`config.mk`:
```
export PLATFORM = sky130hd
export DESIGN_NAME = fifo_queue_with_search
export DESIGN_NICKNAME = d
export VERILOG_FILES = /design/src/rtl/core/fqs_pkg.sv /design/src/rtl/core/fqs_ram.sv /design/src/rtl/core/fifo_queue_with_search.sv
export SDC_FILE = /design/constraint.sdc
export NUM_CORES = 1
export LEC_CHECK = 0
export BUFFER_PORTS_ARGS = -buffer_cell sky130_fd_sc_hd__buf_2
export CAP_MARGIN = 20
export CORE_ASPECT_RATIO = 1.25
export CORE_MARGIN = 8
export CORE_UTILIZATION = 44
export CTS_CLUSTER_DIAMETER = 100
export DETAILED_ROUTE_END_ITERATION = 12
export GPL_TIMING_DRIVEN = 1
export HOLD_SLACK_MARGIN = 0.1
export PLACE_DENSITY = 0.7
export SYNTH_ARGS = -nofsm -noshare
export SYNTH_HDL_FRONTEND = slang
export SYNTH_SLANG_ARGS = --single-unit
```
`constraint.sdc`:
```
create_clock -name clk -period 7.01 [get_ports clk]
set_clock_uncertainty 0.05 [all_clocks]
set_input_delay 1.402 -clock clk [delete_from_list [all_inputs] [get_ports clk]]
set_output_delay 1.402 -clock clk [all_outputs]
set_load 0.005 [all_outputs]
```
`src/rtl/core/fqs_pkg.sv`:
```
// types and codes shared by the queue-with-search block
`timescale 1ns / 1ps
package fqs_pkg;

	localparam logic [1:0] MODE_ENQ    = 2'd0;
	localparam logic [1:0] MODE_DEQ    = 2'd1;
	localparam logic [1:0] MODE_SEARCH = 2'd2;
	localparam logic [1:0] MODE_LIST   = 2'd3;

	localparam logic [2:0] STATUS_OK       = 3'd0;
	localparam logic [2:0] STATUS_EMPTY    = 3'd1;
	localparam logic [2:0] STATUS_FULL     = 3'd2;
	localparam logic [2:0] STATUS_FOUND    = 3'd3;
	localparam logic [2:0] STATUS_NOTFOUND = 3'd4;

	typedef struct packed {
		logic [1:0]         mode;
		logic signed [31:0] data_value;
	} req_t;

	typedef struct packed {
		logic [2:0]         status;
		logic signed [31:0] result_value;
		logic               last;
	} rsp_t;

endpackage

```
`src/rtl/core/fqs_ram.sv`:
```
// generic single-write, single-read ram with registered read data
`timescale 1ns / 1ps
module fqs_ram #(
	parameter int WIDTH = 32,
	parameter int DEPTH = 16
) (
	input  logic                     clk,
	input  logic                     we,
	input  logic [$clog2(DEPTH)-1:0] waddr,
	input  logic [WIDTH-1:0]         wdata,
	input  logic [$clog2(DEPTH)-1:0] raddr,
	output logic [WIDTH-1:0]         rdata
);

	logic [WIDTH-1:0] mem [DEPTH];

	always_ff @(posedge clk) begin
		if (we) begin
			mem[waddr] <= wdata;
		end
		rdata <= mem[raddr];
	end

endmodule

```
`src/rtl/core/fifo_queue_with_search.sv`:
```
// bounded fifo of signed words with head-to-tail search and listing
//
//   channel  dir  handshake            payload
//   req      in   req_valid/req_stall  fqs_pkg::req_t (mode, data_value)
//   rsp      out  rsp_valid/rsp_stall  fqs_pkg::rsp_t (status, result_value, last)
//
// enqueue, dequeue and any empty/full refusal are answered from the idle state.
// search and list walk the stored entries through the ram read port, one entry
// per cycle unless a stalled rsp beat holds it; list returns one beat each.
// reset clears head, tail and occupancy; the entry ram holds no reset value.
// a stalled rsp beat holds the walk; req is stalled while a walk is running.
`timescale 1ns / 1ps
module fifo_queue_with_search #(
	parameter int DEPTH = 16
) (
	input  logic          clk,
	input  logic          arst_n,
	input  logic          req_valid,
	output logic          req_stall,
	input  fqs_pkg::req_t req,
	output logic          rsp_valid,
	input  logic          rsp_stall,
	output fqs_pkg::rsp_t rsp
);
	import fqs_pkg::*;

	localparam int AW = $clog2(DEPTH);
	localparam int CW = $clog2(DEPTH + 1);

	typedef enum logic [1:0] {
		ST_IDLE,
		ST_SEARCH,
		ST_LIST
	} state_t;

	state_t         state_q;
	logic [AW-1:0]  head_q;
	logic [AW-1:0]  tail_q;
	logic [CW-1:0]  occ_q;
	logic [AW-1:0]  cur_q;
	logic [AW-1:0]  cnt_q;
	logic [31:0]    key_q;
	logic           rsp_valid_q;
	rsp_t           rsp_q;

	logic           acc;
	logic           out_free;
	logic           is_full;
	logic           is_empty;
	logic           walk_last;
	logic           hit;
	logic           adv;
	logic           we;
	logic [AW-1:0]  rd_addr;
	logic [31:0]    rd_data;

	function automatic logic [AW-1:0] nxt(input logic [AW-1:0] a);
		nxt = (a == AW'(DEPTH - 1)) ? '0 : a + AW'(1);
	endfunction

	fqs_ram #(
		.WIDTH(32),
		.DEPTH(DEPTH)
	) u_ram (
		.clk  (clk),
		.we   (we),
		.waddr(tail_q),
		.wdata(req.data_value),
		.raddr(rd_addr),
		.rdata(rd_data)
	);

	always_comb begin
		out_free  = !rsp_valid_q || !rsp_stall;
		req_stall = !((state_q == ST_IDLE) && out_free);
		acc       = req_valid && !req_stall;
		is_full   = (occ_q == CW'(DEPTH));
		is_empty  = (occ_q == '0);
		walk_last = ((CW'(cnt_q) + CW'(1)) == occ_q);
		hit       = (rd_data == key_q);
		we        = acc && (req.mode == MODE_ENQ) && !is_full;
		case (state_q)
			ST_SEARCH: adv = !hit && !walk_last;
			ST_LIST:   adv = out_free && !walk_last;
			default:   adv = 1'b0;
		endcase
		// rd_data always holds the entry at cur_q while walking
		if (state_q == ST_IDLE) begin
			rd_addr = head_q;
		end else if (adv) begin
			rd_addr = nxt(cur_q);
		end else begin
			rd_addr = cur_q;
		end
	end

	assign rsp_valid = rsp_valid_q;
	assign rsp       = rsp_q;

	always_ff @(posedge clk or negedge arst_n) begin
		if (!arst_n) begin
			state_q     <= ST_IDLE;
			head_q      <= '0;
			tail_q      <= '0;
			occ_q       <= '0;
			rsp_valid_q <= 1'b0;
		end else begin
			if (!rsp_stall) begin
				rsp_valid_q <= 1'b0;
			end
			case (state_q)
				ST_IDLE: begin
					if (acc) begin
						rsp_valid_q        <= 1'b1;
						rsp_q.result_value <= '0;
						rsp_q.last         <= 1'b1;
						case (req.mode)
							MODE_ENQ: begin
								if (is_full) begin
									rsp_q.status <= STATUS_FULL;
								end else begin
									rsp_q.status <= STATUS_OK;
									tail_q       <= nxt(tail_q);
									occ_q        <= occ_q + CW'(1);
								end
							end
							MODE_DEQ: begin
								if (is_empty) begin
									rsp_q.status <= STATUS_EMPTY;
								end else begin
									rsp_q.status <= STATUS_OK;
									head_q       <= nxt(head_q);
									occ_q        <= occ_q - CW'(1);
								end
							end
							MODE_SEARCH, MODE_LIST: begin
								if (is_empty) begin
									rsp_q.status <= STATUS_EMPTY;
								end else begin
									// no beat yet, the walk produces it
									rsp_valid_q <= 1'b0;
									key_q       <= req.data_value;
									cur_q       <= head_q;
									cnt_q       <= '0;
									state_q     <= (req.mode == MODE_SEARCH) ? ST_SEARCH
									                                         : ST_LIST;
								end
							end
							default: begin
								rsp_q.status <= STATUS_EMPTY;
							end
						endcase
					end
				end
				ST_SEARCH: begin
					if (hit || walk_last) begin
						if (out_free) begin
							rsp_valid_q        <= 1'b1;
							rsp_q.status       <= hit ? STATUS_FOUND : STATUS_NOTFOUND;
							rsp_q.result_value <= hit ? rd_data : '0;
							rsp_q.last         <= 1'b1;
							state_q            <= ST_IDLE;
						end
					end else begin
						cur_q <= nxt(cur_q);
						cnt_q <= cnt_q + AW'(1);
					end
				end
				ST_LIST: begin
					if (out_free) begin
						rsp_valid_q        <= 1'b1;
						rsp_q.status       <= STATUS_OK;
						rsp_q.result_value <= rd_data;
						rsp_q.last         <= walk_last;
						if (walk_last) begin
							state_q <= ST_IDLE;
						end else begin
							cur_q <= nxt(cur_q);
							cnt_q <= cnt_q + AW'(1);
						end
					end
				end
				default: begin
					state_q <= ST_IDLE;
				end
			endcase
		end
	end

endmodule
```
==> metrics.md <==
| Metric | Value |
|---|---|
| Clock power frac | 0.228 |
| Final Hold Viols | 0 |
| P_int | between 8 and 9 mW |
| Fill cell count | ~5300 |
| CTS tree | done |
| Clock Sink Count | between 600 and 700 |
| Number of synthesized register bits | 636 |
| Port bufs | 75 |
| Clk_lat worst skew | 0.65 ns |
| Seq pwr share | 0.330 |
| Via density | 6.52 |
| Vias | roughly 19000 |
| Mapped Cells | around 2000 |
| Maximum clock frequency | between 200 and 250 MHz |
| Layout area overhead | 12.1% |
| Reg clk slew, reported paths | 0.07 ns |
| Worst endpoint data arrival time | about 5.5 ns |
| I/O pins | 76 |
| Post-placement setup slack | between 1.5 and 2 ns |
| Maximum buffer depth of the clock tree | 3 |
| Vias in the first global route | about 19000 |
| Worst path most repeated cell | buf_4 |
| DRC | 0 |
| GR Overflow Total | 0 |
| Sequence of cells on the critical path | xnor2_1 > nand4_1 > nor4_2 > a311oi_4 > a21oi_4 > buf_4 > nand2_2 > buf_4 > a221oi_1 > o32ai_1 > a211o_1 |
| Largest net degree at the start of global routing | 129 |
| Hold-fix buffers at CTS | 0 |
| Area occupied by multi-input gates | 8600 um^2 |
| Post-CTS Setup Bufs | 0 |
| Mapped cell area | between 20000 and 30000 um^2 |
| Post-layout min period | roughly 5 ns |
| Detailed Place HPWL | between 40000 and 50000 um |
| Req. time, crit path | 7.50 ns |
| Rel. slew slack | 0.222 |
| Die area | 71700 um^2 |
| DR iter-0 viols | about 2200 |
| CP max FO | 76 |
| Syn. warnings | 0 |
| Fin. max-slew vios | 0 |
| Syn avg cell area | 13.9 um^2 |
| Asr flop ratio synth | 0.0252 |
| CP peak stage delay | approximately 0.90 ns |
| Root Driver | clkbuf_16 |
| Crit-path leading delay family | compound AO/OA/AOI/OAI gates |
| Met2 WL | a little under 40000 um |
| CP endpoint kind | flop |
| Met1 wire length | 30900 um |
| Combinational Power Share | 0.442 |
| Slew @ Worst Pin | approximately 1.2 ns |
| Fin nets | about 2100 |
| All-Layer GR Usage | 0.222 |
| Post-synth EDFFs | 588 |
| Slowest cell on the critical path | buf_4 |
| Starting density of the core | 0.443 |
| Max IR drop VDD | about 490 uV |
| First-pass GRT wire length | about 120000 um |
| Setup violators final | 0 |
| Worst hold slack | around 0.5 ns |
| PD cells | ~470 nW/um^2 |
| WL per Instance | between 20 and 30 um |
| DRT Wirelength | just over 80000 um |
| Post-synthesis sequential area ratio | 0.671 |
| Leak Pwr | roughly 11 nW |
| Sw frac | 0.416 |
| Initial antenna violation count | 4 |
| Post-DRT Antenna Nets | 0 |
| RSZ-0062 raised after global routing | no |
| Met3 routed WL | a little under 8000 um |
| GPL Wtd Cong | around 0.84 |
| # resized after CTS | 0 |
| Top_reg_cell synth | edfxtp_1 |
| Die Y | around 300 um |
| Status | completed |
| Core area | ~63000 um^2 |
| Row count | 103 |
| Layout cells sized above 1 | 0.147 |
| Max-cap viol count | 0 |
| Post-synth net total | between 2000 and 2500 |
| H-Tree Level Count | 2 |
| Die Width | 241 um |
| Top Metal Used | met5 |
| CTS buffer count | 59 |
| Synth unique cells | 68 |
| NetSw | 6.10 mW |
| Setup TNS | 0 ns |
| CP Launch Type | flop |
| 1st-pass router iterations | 6 |
| Finished Core Util | 0.497 |
| Fin crit share | 0.711 |
| FF/Latch Area | 18700 um^2 |
| Final worst slack | around 2.0 ns |
| CP bufs+invs | 2 |
| Crit path kind | flop to flop |
| Hold Path Class | flop to flop |
## placed cells by master, fill, tap and decap left out, types with 4 or more instances in the layout
cell and count:
a311oi_1 32, nor2_1 78, clkbuf_8 6, edfxtp_1 588, a2111oi_0 64, nor2_4 7, nand2_1 151, o32ai_1 64
nand3_1 10, o2111ai_1 32, clkinv_1 5, nor4_2 6, clkbuf_16 59, and3_1 99, dfxtp_1 32, mux2_2 36
a22oi_1 64, buf_4 46, buf_2 75, clkinvlp_4 9, a211o_1 32, clkbuf_1 12, and2_1 98, a21oi_1 110
o21ai_0 12, clkinv_2 8, a221oi_1 61, nor3_2 6, dfrtp_1 15, ha_1 13, and2_2 4, bufinv_16 7
mux2i_1 97, xnor2_1 43, nand4_1 11, inv_1 16
## logic make-up after synthesis
kind of cell    share of synthesized area
flops                               0.671
compound gates                      0.141
fa+ha+maj                         0.00700
simple gates                       0.0889
buf+inv                            0.0280
xor+xnor                           0.0146
mux                                0.0494
## metal layers
| metal | global-route usage | up-vias |
|---|---|---|
| met5 | 0 | - |
| met4 | 0.112 | 2 |
| met3 | 0.0440 | 250 |
| met2 | 0.356 | 1180 |
| met1 | 0.282 | 9588 |
| li1 | - | 8032 |
## per-stage QoR
stage | instances | instance area, um^2 | power [mW]
2_1_floorplan | 2012 | 27900 | 9.10
3_3_place_gp | 2806 | 29200 | 11.0
3_5_place_dp | 2807 | 29200 | 11.2
4_1_cts | 2918 | 31200 | 14.6
5_1_grt | 2920 | 31200 | 15.2
6_report | 2920 | 31200 | 14.6
## final cells by class
cell class | count | area share
timing repair buffer | 124 | 0.0250
clock inverter | 34 | 0.0133
inverter | 18 | 0.00224
clock buffer | 77 | 0.0514
multi-input combinational | 1190 | 0.275
sequential | 636 | 0.599
tap | 840 | 0.0337
antenna | 1 | 0.0000801
## synthesized netlist by cell type, types with 3 or more instances
master     instances  share of area
mux2i_1           97          0.035
nand3b_1           3        0.00081
nor4_1             6         0.0013
a21oi_1          110          0.020
a221oi_2           3         0.0016
xnor2_1           43          0.014
dfrtp_1           16          0.014
clkbuf_1         130          0.018
and3_1           101          0.023
and2_1           102          0.023
edfxtp_1         588           0.63
o32ai_1           64          0.020
buf_4              6         0.0016
o41ai_1            3        0.00094
o2111ai_1         32          0.010
a221oi_1          61          0.019
buf_2             24         0.0043
nor3_1             7         0.0013
nor2_1            86          0.012
buf_1              4        0.00054
a21boi_0           3        0.00081
a22oi_1           64          0.017
mux2_2            36          0.015
buf_6              4         0.0016
o21ai_0           12         0.0022
dfxtp_1           32          0.023
a311oi_1          32          0.010
ha_1              14         0.0063
a211o_1           32          0.010
nand2_1          152          0.020
inv_1             17         0.0023
nand3_1           11         0.0020
nand4_1           11         0.0025
a2111oi_0         64          0.020
## registers in the layout (all words and copies together), names as in the netlist
register / cells
tail_q: 4
cnt_q: 4
state_q: 2
occ_q: 5
u_ram.rdata: 32
head_q: 4
key_q: 32
rsp_valid: 1
cur_q: 4
rsp: 36
u_ram.mem: 512
## power groups by stage
| stage | registers (mW) | logic, mW | clock network [mW] |
|---|---|---|---|
| 6_report | 4.83 | 6.48 | 3.34 |
| 5_1_grt | 4.86 | 6.87 | 3.51 |
| 4_1_cts | 4.82 | 6.37 | 3.37 |
| 3_5_place_dp | 4.90 | 6.35 | 0 |
| 3_3_place_gp | 4.89 | 6.16 | 0 |
| 2_1_floorplan | 4.74 | 4.36 | 0 |
## path summary, 6_finish.rpt
path	from	to	slack, ns	cells after the start
min in group asynchronous	arst_n	state_q[1]	0.67	1
max in group asynchronous	arst_n	head_q[0]	5.88	1
hold reg to reg	state_q[1]	state_q[1]	0.50	2
setup reg to reg	key_q[11]	u_ram.rdata[19]	2.03	11
hold / removal	state_q[1]	state_q[1]	0.50	2
setup / recovery	key_q[11]	u_ram.rdata[19]	2.03	11
## worst register-to-register path: stages, from the launching register on
cell	delay, ns
edfxtp_1	0.38
xnor2_1	0.46
nand4_1	0.22
nor4_2	0.59
a311oi_4	0.25
a21oi_4	0.71
buf_4	0.91
nand2_2	0.13
buf_4	0.34
a221oi_1	0.44
o32ai_1	0.16
a211o_1	0.24
Note: power is estimated with default switching activity, not from simulation.
